$ cat config.mk
export PLATFORM = sky130hd
export DESIGN_NAME = xor_checked_frame_deframer
export DESIGN_NICKNAME = d
export VERILOG_FILES = /design/src/rtl/xcfd_pkg.sv /design/src/rtl/xcfd_front.sv /design/src/rtl/xcfd_queue.sv /design/src/rtl/xcfd_back.sv /design/src/rtl/xor_checked_frame_deframer.sv
export SDC_FILE = /design/constraint.sdc
export NUM_CORES = 1
export LEC_CHECK = 0
export ABC_CLOCK_PERIOD_IN_PS = 5100
export BUFFER_PORTS_ARGS = -buffer_cell sky130_fd_sc_hd__clkbuf_2
export CORE_MARGIN = 1
export CORE_UTILIZATION = 40
export DETAILED_ROUTE_END_ITERATION = 8
export PLACE_DENSITY = 0.7
export SKIP_CTS_REPAIR_TIMING = 1
export SLEW_MARGIN = 5
export SYNTH_ARGS = -nofsm -noshare
export SYNTH_HDL_FRONTEND = slang
export SYNTH_HIERARCHICAL = 1
export SYNTH_SLANG_ARGS = --single-unit
$ cat constraint.sdc
create_clock -name clk -period 5.1 [get_ports clk]
set_input_delay 1.275 -clock clk [delete_from_list [all_inputs] [get_ports clk]]
set_output_delay 1.275 -clock clk [all_outputs]
set_load 0.1 [all_outputs]
$ cat src/rtl/xcfd_pkg.sv
`timescale 1ns / 1ps

package xcfd_pkg;

  // result kinds
  localparam logic [1:0] KIND_PAYLOAD = 2'd0;
  localparam logic [1:0] KIND_GOOD    = 2'd1;
  localparam logic [1:0] KIND_BAD     = 2'd2;
  localparam logic [1:0] KIND_TRUNC   = 2'd3;

  // sync byte after reset
  localparam logic [7:0] SYNC_RESET = 8'hA9;

  // register index of sync_value
  localparam logic REG_SYNC_VALUE = 1'b0;

  typedef struct packed {
    logic [7:0] rx_byte;
    logic       burst_end;
  } in_word_t;

  typedef struct packed {
    logic [1:0] kind;
    logic [7:0] command;
    logic [7:0] payload_byte;
    logic [7:0] payload_index;
    logic [7:0] frame_length;
  } out_word_t;

  // one parsed byte: an optional first result and an optional truncation result
  typedef struct packed {
    logic       first_valid;
    logic [1:0] first_kind;
    logic       trunc_valid;
    logic [7:0] command;
    logic [7:0] payload_byte;
    logic [7:0] payload_index;
    logic [7:0] frame_length;
  } entry_t;

endpackage

$ cat src/rtl/xcfd_front.sv
`timescale 1ns / 1ps

module xcfd_front
  import xcfd_pkg::*;
(
  input  logic       clk,
  input  logic       rst,
  input  logic [7:0] sync_value,
  input  logic       take,
  input  in_word_t   word,
  output logic       push,
  output entry_t     entry
);

  localparam logic [2:0] PH_SYNC    = 3'd0;
  localparam logic [2:0] PH_CMD     = 3'd1;
  localparam logic [2:0] PH_LEN     = 3'd2;
  localparam logic [2:0] PH_PAY     = 3'd3;
  localparam logic [2:0] PH_SUM     = 3'd4;
  localparam logic [2:0] PH_DISCARD = 3'd5;

  logic [2:0] phase, phase_next;
  logic [7:0] running_xor, running_xor_next;
  logic [7:0] frame_command, frame_command_next;
  logic [7:0] declared_length, declared_length_next;
  logic [7:0] bytes_seen, bytes_seen_next;

  always_comb begin
    logic [7:0] b;
    logic [2:0] ph;
    b = word.rx_byte;
    ph = phase;
    running_xor_next = running_xor;
    frame_command_next = frame_command;
    declared_length_next = declared_length;
    bytes_seen_next = bytes_seen;
    entry.first_valid = 1'b0;
    entry.first_kind = KIND_PAYLOAD;
    entry.payload_byte = 8'd0;
    entry.payload_index = 8'd0;
    case (phase)
      PH_CMD: begin
        running_xor_next = running_xor ^ b;
        frame_command_next = b;
        ph = PH_LEN;
      end
      PH_LEN: begin
        running_xor_next = running_xor ^ b;
        declared_length_next = b;
        bytes_seen_next = 8'd0;
        ph = (b == 8'd0) ? PH_SUM : PH_PAY;
      end
      PH_PAY: begin
        running_xor_next = running_xor ^ b;
        entry.first_valid = 1'b1;
        entry.first_kind = KIND_PAYLOAD;
        entry.payload_byte = b;
        entry.payload_index = bytes_seen;
        bytes_seen_next = bytes_seen + 8'd1;
        if (bytes_seen + 8'd1 == declared_length) ph = PH_SUM;
      end
      PH_SUM: begin
        entry.first_valid = 1'b1;
        entry.first_kind = (b == running_xor) ? KIND_GOOD : KIND_BAD;
        ph = PH_SYNC;
      end
      PH_DISCARD: begin
        ph = PH_DISCARD;
      end
      default: begin
        if (b == sync_value) begin
          running_xor_next = b;
          frame_command_next = 8'd0;
          declared_length_next = 8'd0;
          bytes_seen_next = 8'd0;
          ph = PH_CMD;
        end else begin
          ph = PH_DISCARD;
        end
      end
    endcase
    entry.trunc_valid = word.burst_end && (ph != PH_SYNC) && (ph != PH_DISCARD);
    phase_next = word.burst_end ? PH_SYNC : ph;
    entry.command = frame_command_next;
    entry.frame_length = declared_length_next;
  end

  assign push = take && (entry.first_valid || entry.trunc_valid);

  always_ff @(posedge clk) begin
    if (rst) begin
      phase <= PH_SYNC;
      running_xor <= 8'd0;
      frame_command <= 8'd0;
      declared_length <= 8'd0;
      bytes_seen <= 8'd0;
    end else if (take) begin
      phase <= phase_next;
      running_xor <= running_xor_next;
      frame_command <= frame_command_next;
      declared_length <= declared_length_next;
      bytes_seen <= bytes_seen_next;
    end
  end

endmodule

$ cat src/rtl/xcfd_queue.sv
`timescale 1ns / 1ps

module xcfd_queue
  import xcfd_pkg::*;
#(
  parameter int DEPTH = 4
) (
  input  logic   clk,
  input  logic   rst,
  input  logic   push,
  input  entry_t push_data,
  output logic   full,
  input  logic   pop,
  output entry_t pop_data,
  output logic   empty
);

  localparam int PW = (DEPTH > 1) ? $clog2(DEPTH) : 1;
  localparam int CW = $clog2(DEPTH + 1);
  localparam logic [PW-1:0] LAST = PW'(DEPTH - 1);
  localparam logic [CW-1:0] FULL_COUNT = CW'(DEPTH);

  entry_t slots [DEPTH];
  logic [PW-1:0] wr_ptr, rd_ptr;
  logic [CW-1:0] count;

  assign full = (count == FULL_COUNT);
  assign empty = (count == '0);
  assign pop_data = slots[rd_ptr];

  always_ff @(posedge clk) begin
    if (push) slots[wr_ptr] <= push_data;
  end

  always_ff @(posedge clk) begin
    if (rst) begin
      wr_ptr <= '0;
      rd_ptr <= '0;
      count <= '0;
    end else begin
      if (push) wr_ptr <= (wr_ptr == LAST) ? '0 : wr_ptr + PW'(1);
      if (pop) rd_ptr <= (rd_ptr == LAST) ? '0 : rd_ptr + PW'(1);
      if (push && !pop) count <= count + CW'(1);
      else if (pop && !push) count <= count - CW'(1);
    end
  end

`ifndef SYNTH
  a_no_overflow: assert property (@(posedge clk) disable iff (rst) !(push && full))
    else $error("queue written while full");
  a_no_underflow: assert property (@(posedge clk) disable iff (rst) !(pop && empty))
    else $error("queue read while empty");
  a_count_track: assert property (@(posedge clk) disable iff (rst)
    (push && !pop) |=> (count == $past(count) + CW'(1)))
    else $error("queue count did not follow a write");
`endif

endmodule

$ cat src/rtl/xcfd_back.sv
`timescale 1ns / 1ps

module xcfd_back
  import xcfd_pkg::*;
(
  input  logic      clk,
  input  logic      rst,
  input  logic      empty,
  input  entry_t    head,
  output logic      pop,
  output logic      out_valid,
  input  logic      out_stall,
  output out_word_t out_word
);

  entry_t cur;
  logic   cur_valid;
  logic   second;
  logic   out_take;
  logic   finishing;
  logic   show_trunc;

  // trunc result goes out on its own, or after the first result
  assign show_trunc = !cur.first_valid || second;
  assign out_take = cur_valid && !out_stall;
  assign finishing = out_take && !(cur.first_valid && cur.trunc_valid && !second);
  assign pop = (!cur_valid || finishing) && !empty;

  assign out_valid = cur_valid;
  always_comb begin
    out_word.command = cur.command;
    out_word.frame_length = cur.frame_length;
    if (show_trunc) begin
      out_word.kind = KIND_TRUNC;
      out_word.payload_byte = 8'd0;
      out_word.payload_index = 8'd0;
    end else begin
      out_word.kind = cur.first_kind;
      out_word.payload_byte = cur.payload_byte;
      out_word.payload_index = cur.payload_index;
    end
  end

  always_ff @(posedge clk) begin
    if (pop) cur <= head;
  end

  always_ff @(posedge clk) begin
    if (rst) begin
      cur_valid <= 1'b0;
      second <= 1'b0;
    end else if (pop) begin
      cur_valid <= 1'b1;
      second <= 1'b0;
    end else if (finishing) begin
      cur_valid <= 1'b0;
      second <= 1'b0;
    end else if (out_take) begin
      second <= 1'b1;
    end
  end

endmodule

$ cat src/rtl/xor_checked_frame_deframer.sv
`timescale 1ns / 1ps

// frame deframer with xor check for a received serial byte stream. each input word
// carries one byte and a burst_end flag for the last byte of a receive burst. a frame
// is sync byte, command, payload length, payload bytes, then the xor of all bytes before
// it. every payload byte comes out as a result word as it arrives, the checksum byte
// gives a good or mismatch word, and a burst that ends inside a frame gives a truncated
// word (after the payload word of that byte, if any). a byte that should be sync but is
// not drops the rest of its burst. the parser takes one byte per clock unless the
// queue is full; the output side gives one result word per clock unless out_stall
// is high; the entry queue absorbs the extra word of a payload-plus-truncation byte.
// a result is registered in the queue, then in the output register. sync_value is at
// byte address 0 of the apb port, written only while idle by the user (not enforced).

module xor_checked_frame_deframer
  import xcfd_pkg::*;
#(
  parameter int QUEUE_DEPTH = 4
) (
  input  logic        clk,
  input  logic        rst,
  input  logic        in_valid,
  output logic        in_stall,
  input  in_word_t    in_word,
  output logic        out_valid,
  input  logic        out_stall,
  output out_word_t   out_word,
  input  logic        psel,
  input  logic        penable,
  input  logic        pwrite,
  input  logic [2:0]  paddr,
  input  logic [31:0] pwdata,
  output logic [31:0] prdata,
  output logic        pready
);

  logic [7:0] sync_value;
  logic       in_take;
  logic       push;
  entry_t     push_data;
  logic       full;
  logic       pop;
  entry_t     head;
  logic       empty;

  // config register, single entry at address 0
  assign pready = 1'b1;
  assign prdata = (paddr[2] == REG_SYNC_VALUE) ? {24'd0, sync_value} : 32'd0;

  always_ff @(posedge clk) begin
    if (rst) begin
      sync_value <= SYNC_RESET;
    end else if (psel && penable && pwrite && (paddr[2] == REG_SYNC_VALUE)) begin
      sync_value <= pwdata[7:0];
    end
  end

  // parser stalls only when the queue has no room
  assign in_stall = full;
  assign in_take = in_valid && !in_stall;

  xcfd_front u_front (
    .clk        (clk),
    .rst        (rst),
    .sync_value (sync_value),
    .take       (in_take),
    .word       (in_word),
    .push       (push),
    .entry      (push_data)
  );

  xcfd_queue #(
    .DEPTH (QUEUE_DEPTH)
  ) u_queue (
    .clk       (clk),
    .rst       (rst),
    .push      (push),
    .push_data (push_data),
    .full      (full),
    .pop       (pop),
    .pop_data  (head),
    .empty     (empty)
  );

  xcfd_back u_back (
    .clk       (clk),
    .rst       (rst),
    .empty     (empty),
    .head      (head),
    .pop       (pop),
    .out_valid (out_valid),
    .out_stall (out_stall),
    .out_word  (out_word)
  );

endmodule
==> impl_metrics.env, run 1 <==
export IMPL_finalClockSkew_ns=0.0191
export IMPL_post_route_period_util=0.737
export IMPL_routedWlPerCell_um=17.5
export IMPL_syn_area_um2=10300
export IMPL_clockBufferDepth=3
export IMPL_syn_area_per_cell_um2=14.7
export IMPL_synthMuxAreaShare=0.0948
export IMPL_mostFrequentLayoutCells="edfxtp_1 (180), clkbuf_2 (68), dfxtp_1 (53), nor2_1 (39), and2_1 (33)"
export IMPL_grt_overflow=0
export IMPL_cp_max_fo=11
export IMPL_core_um2=25200
export IMPL_insertion_delay_ns=0.52
export IMPL_cts_tree="yes"
export IMPL_synth_flop_cell="edfxtp_1"
export IMPL_power_density_nw_per_um2=558
export IMPL_drc=0
export IMPL_ir_drop_uv=392
export IMPL_slew_headroom=0.427
export IMPL_p_seq_frac=0.390
export IMPL_drive_gt1_frac=0.245
export IMPL_clkTransAtPathRegs_ns=0.06
export IMPL_ys_ff_latch=234
export IMPL_die_h_um=162
export IMPL_io_buffers=68
export IMPL_fin_setup_tns_ns=0
export IMPL_cts_max_level=1
export IMPL_grt_pass1_wl_um=30500
export IMPL_clockPowerShare=0.275
export IMPL_dpl_hpwl_um=12300
export IMPL_comb_power_share=0.336
export IMPL_postLayoutCellArea_um2=11500
export IMPL_p_switching_mw=2.51
export IMPL_hold_violations=0
export IMPL_viasPerCell=5.21
export IMPL_p_int_mw=3.91
export IMPL_grtUsageTotal=0.150
export IMPL_arrival_ns=4.20
export IMPL_synth_simple_area_share=0.103
export IMPL_io_pins=120
export IMPL_rsz0062_at_grt="no"
export IMPL_synth_xor_area_frac=0.0238
export IMPL_die_w_um=162
export IMPL_worstSetupStartpointType="primary input"
export IMPL_crit_type="in -> reg"
export IMPL_rows=58
export IMPL_p_leak_nw=3.96
export IMPL_gp_congestion=0.880
export IMPL_setup_viol=0
export IMPL_status="finished clean"
export IMPL_pre_cts_ws_ns=0.780
export IMPL_synth_top_family_by_area="simple AND/OR/NAND/NOR gates"
export IMPL_fmax_mhz=266
export IMPL_worst_hold_slack_ns=0.501
export IMPL_num_nets_final=823
export IMPL_grt_antenna_before_repair=1
export IMPL_holdCritPathClass="reg -> reg"
export IMPL_synth_edf_count=180
export IMPL_final_common_cell="edfxtp_1"
export IMPL_clockRootBuffer="clkbuf_16"
export IMPL_routed_wl_um=19400
export IMPL_grt_pass1_vias=5521
export IMPL_initial_core_util=0.408
export IMPL_placed_cell_area_um2=10700
export IMPL_layout_setup_ws_ns=1.34
export IMPL_grt_start_max_net_pins=61
export IMPL_cts_sinks=234
export IMPL_power_mw=6.42
export IMPL_yosysWarningCount=6
export IMPL_syn2layout_area_growth_pct=12.1
export IMPL_crit_path_end_kind="register"
export IMPL_worst_slew_pin_slew_ns=0.859
export IMPL_syn_inst=700
export IMPL_synth_distinct_cells=78
export IMPL_switching_share=0.391
export IMPL_ys_seq_area_frac=0.632
export IMPL_cp_required_ns=5.54
export IMPL_synth_compound_area_share=0.0767
export IMPL_drtPass1Iterations=5
export IMPL_min_period_ns=3.76
export IMPL_synthAdderAreaFrac=0.0129
export IMPL_postRouteAntennaNets=0
export IMPL_numCtsBuffers=25
export IMPL_synthArstFlopShare=0
export IMPL_fp_dieArea_um2=26300
export IMPL_rrSetupSlack_ns=1.76
export IMPL_drv_cap=0
export IMPL_drt_iter0_drc=488
export IMPL_finalMaxSlewViolations=0
export IMPL_vias=5797
==> metrics by stage <==
step	utilization	std cells
CTS	0.457	1111
detailed placement	0.425	1065
floorplan	-	723
global placement	0.425	1065
global route	0.457	1111
finish	0.457	1112
==> layer usage <==
metal,global-route usage,up-vias,routed length (um)
met4,0.0472,0,493
met1,0.213,2791,8580
met3,0.0268,46,1410
li1,-,2713,-
met2,0.234,247,8960
met5,0,-,0
==> power by group through the flow <==
stage / registers, mW / logic [mW] / clock network [mW]
floorplan: 2.50 / 2.02 / 0
global placement: 2.55 / 2.16 / 0
detailed placement: 2.55 / 2.18 / 0
CTS: 2.51 / 2.18 / 1.82
global route: 2.54 / 2.26 / 1.89
finish: 2.50 / 2.15 / 1.76
==> cell type report <==
cell class | count | area (um2)
clock inverter | 20 | 185
tap | 330 | 413
sequential | 234 | 6490
clock buffer | 26 | 629
antenna | 1 | 2.50
fill | 2179 | 13700
timing repair buffer | 84 | 460
multi-input combinational | 405 | 3290
inverter | 12 | 45.0
==> cell usage after synthesis (4+ instances only) <==
library cell,instances,area share
edfxtp_1,180,0.53
dfxtp_1,54,0.11
buf_4,47,0.034
nor2_1,39,0.014
and2_1,33,0.020
mux4_2,30,0.066
nand2_1,26,0.0095
a21oi_1,23,0.011
xnor2_1,20,0.017
o21ai_1,18,0.0088
a22o_1,16,0.014
o21ai_0,15,0.0073
mux2i_1,14,0.014
nand2b_1,11,0.0067
a22oi_1,10,0.0073
nor2b_1,10,0.0061
buf_2,9,0.0044
ha_1,9,0.011
and2b_2,8,0.0068
clkbuf_1,8,0.0029
inv_1,8,0.0029
a32o_1,7,0.0068
mux4_1,6,0.015
nand3_1,6,0.0029
xor2_1,6,0.0051
nand4_1,5,0.0030
nor3_1,5,0.0024
a31oi_1,4,0.0024
nor2_2,4,0.0024
==> critical path, stage by stage <==
cell	delay [ns]
clkbuf_2	0.21
xnor2_1	0.24
nand4_2	0.22
nor2_4	0.26
a22oi_1	0.12
nor2b_1	0.30
o21a_1	0.31
ha_1	0.23
inv_1	0.06
fa_1	0.37
xor2_1	0.15
or3_1	0.30
a21oi_1	0.13
==> cells by family after synthesis <==
logic type / Yosys count
AOI/OAI and AO/OA: 113
xor gates and xnor gates: 27
adders and majority gates: 10
buffers and inverters: 84
DFF: 234
muxes: 50
other: 2
and+or+nand+nor: 180
==> registers in the layout, indices dropped and copies added (netlist names), 3 cells and up, named ones only <==
name,count
u_front/bytes_seen,8
u_queue/count,3
u_front/running_xor,8
u_front/declared_length,8
u_queue/slots,144
u_front/frame_command,8
u_front/phase,3
u_back/cur,20
sync_value,8
u_back/out_word,16
==> worst paths after layout <==
kind,start,to,cells after the start
setup / recovery,in_word[8],u_queue/count[2],13
hold / removal,u_front/frame_command[5],u_front/frame_command[5],2
hold reg to reg,u_front/frame_command[5],u_front/frame_command[5],2
setup reg to reg,u_front/phase[1],u_queue/count[2],12
No activity file was read; power rests on OpenSTA's default activity.
==> run 2, diff against run 1 <==
--- a/config.mk
+++ b/config.mk
@@ -5,7 +5,7 @@
 export SDC_FILE = /design/constraint.sdc
 export NUM_CORES = 1
 export LEC_CHECK = 0
-export ABC_CLOCK_PERIOD_IN_PS = 5100
+export ABC_CLOCK_PERIOD_IN_PS = 3550
 export BUFFER_PORTS_ARGS = -buffer_cell sky130_fd_sc_hd__clkbuf_2
 export CORE_MARGIN = 1
 export CORE_UTILIZATION = 40
==> constraint.sdc (replaced) <==
create_clock -name clk -period 3.55 [get_ports clk]
set_input_delay 0.8875 -clock clk [delete_from_list [all_inputs] [get_ports clk]]
set_output_delay 0.8875 -clock clk [all_outputs]
set_load 0.1 [all_outputs]
==> impl_metrics.env, run 2 (synthesis results as in run 1) <==
export IMPL_drt_met1_wl_um=8810
export IMPL_p_leak_nw=4.03
export IMPL_syn2layout_area_growth_pct=13.4
export IMPL_viasPerCell=5.13
export IMPL_grt_pass1_wl_um=30900
export IMPL_grt_antenna_before_repair=0
export IMPL_die_h_um=162
export IMPL_rsz0062_at_grt="no"
export IMPL_routedWlPerCell_um=17.5
export IMPL_antenna_cells=0
export IMPL_fin_setup_tns_ns=0
export IMPL_rows=58
export IMPL_io_buffers=68
export IMPL_dpl_hpwl_um=12600
export IMPL_crit_path_end_kind="register"
export IMPL_post_route_period_util=0.889
export IMPL_routed_top_layer="met4"
export IMPL_cts_max_level=1
export IMPL_finalClockSkew_ns=0.0185
export IMPL_drive_gt1_frac=0.254
export IMPL_clockRootBuffer="clkbuf_16"
export IMPL_core_um2=25200
export IMPL_setup_viol=0
export IMPL_cp_required_ns=3.99
export IMPL_regMostFlops="u_queue/slots"
export IMPL_status="finished clean"
export IMPL_insertion_delay_ns=0.53
export IMPL_final_common_cell="edfxtp_1"
export IMPL_fp_dieArea_um2=26300
export IMPL_grtUsageTotal=0.154
export IMPL_power_density_nw_per_um2=801
export IMPL_largest_register_ffs=144
export IMPL_drv_cap=0
export IMPL_cts_sinks=234
export IMPL_grt_overflow=0
export IMPL_grt_start_max_net_pins=61
export IMPL_arrival_ns=3.60
export IMPL_holdCritPathClass="reg -> reg"
export IMPL_drtPass1Iterations=5
export IMPL_ir_drop_uv=966
export IMPL_min_period_ns=3.16
export IMPL_initial_core_util=0.408
export IMPL_finalMaxSlewViolations=0
export IMPL_io_pins=120
export IMPL_die_w_um=162
export IMPL_placed_cell_area_um2=10800
export IMPL_hold_violations=0
export IMPL_numCtsBuffers=25
export IMPL_mostFrequentLayoutCells="edfxtp_1 (180), clkbuf_2 (68), dfxtp_1 (53), nor2_1 (39), and2_1 (33)"
export IMPL_slew_headroom=0.506
export IMPL_num_nets_final=830
export IMPL_drc=0
export IMPL_clkTransAtPathRegs_ns=0.06
export IMPL_postRouteAntennaNets=0
export IMPL_num_fill_cells=2188
export IMPL_drt_iter0_drc=470
export IMPL_fmax_mhz=317
export IMPL_postLayoutCellArea_um2=11600
export IMPL_clockBufferDepth=3
export IMPL_cts_tree="yes"
export IMPL_crit_type="reg -> reg"
export IMPL_met2WireLength_um=9070
export IMPL_grt_pass1_vias=5434
export IMPL_worst_slew_pin_slew_ns=0.740
export IMPL_wl_met3_um=1270
export IMPL_worstSetupStartpointType="register"
export IMPL_cp_max_fo=9
export IMPL_gp_congestion=0.878
export IMPL_routed_wl_um=19600
export IMPL_vias=5738
[run 2: cell types whose count changed in the layout (fill, tap and decap cells not counted), moves of 2 or more]
| cell | previous run | this run |
|---|---|---|
| buf_4 | 16 | 19 |
| clkinvlp_4 | 4 | 2 |
| clkinv_2 | 5 | 3 |
| buf_12 | 0 | 4 |
| clkbuf_1 | 1 | 3 |
| clkinv_1 | 7 | 4 |
| clkbuf_8 | 0 | 4 |
[run 2: worst paths after layout]
check,from,end,slack [ns],cells after the start
worst max register to register,u_front/phase[1],u_queue/count[2],0.39,12
worst min-delay path,u_front/frame_command[4],u_front/frame_command[4],0.50,2
worst min register to register,u_front/frame_command[4],u_front/frame_command[4],0.50,2
worst max-delay path,u_front/phase[1],u_queue/count[2],0.39,12
[run 2: worst max-delay path: stages, from the launching register on]
cell     delay [ns]
dfxtp_1        0.46
inv_2          0.17
ha_1           0.46
o21ai_0        0.21
a22oi_1        0.09
nor2b_1        0.25
o21a_1         0.19
ha_1           0.19
inv_1          0.06
fa_1           0.37
xor2_1         0.16
or3_1          0.30
a21oi_1        0.16
[run 2: layout make-up]
cell class	count	area [um2]	share of cell area
Sequential cell	234	6490	0.557
Multi-Input combinational cell	405	3300	0.283
Clock buffer	32	692	0.0594
Timing Repair Buffer	91	563	0.0484
Tap cell	330	413	0.0355
Clock inverter	14	148	0.0127
Inverter	12	45.0	0.00387
[run 2: report_power, final]
part           internal (mW)  switching [mW]  leakage, nW
sequential              3.41           0.153         2.10
combinational          0.725            2.44         1.52
clock                   1.54            1.05        0.408
total                   5.68            3.65         4.03
[run 2: metal layers]
metal,GRT usage,vias to the layer above
li1,-,2722
met1,0.209,2812
met2,0.244,177
met3,0.0370,27
met4,0.0442,0
met5,0,-
[run 2: per-stage QoR]
stage	std cells	hold slack [ns]	worst slack (ns)	util	total power [mW]
finish	1118	0.498	0.394	0.462	9.32
global route	1118	0.527	0.230	0.462	9.69
CTS	1118	0.502	0.430	0.462	9.43
detailed placement	1072	0.483	0.118	0.429	6.83
global placement	1072	0.479	0.164	0.429	6.80
floorplan	723	0.459	0.0402	-	6.50
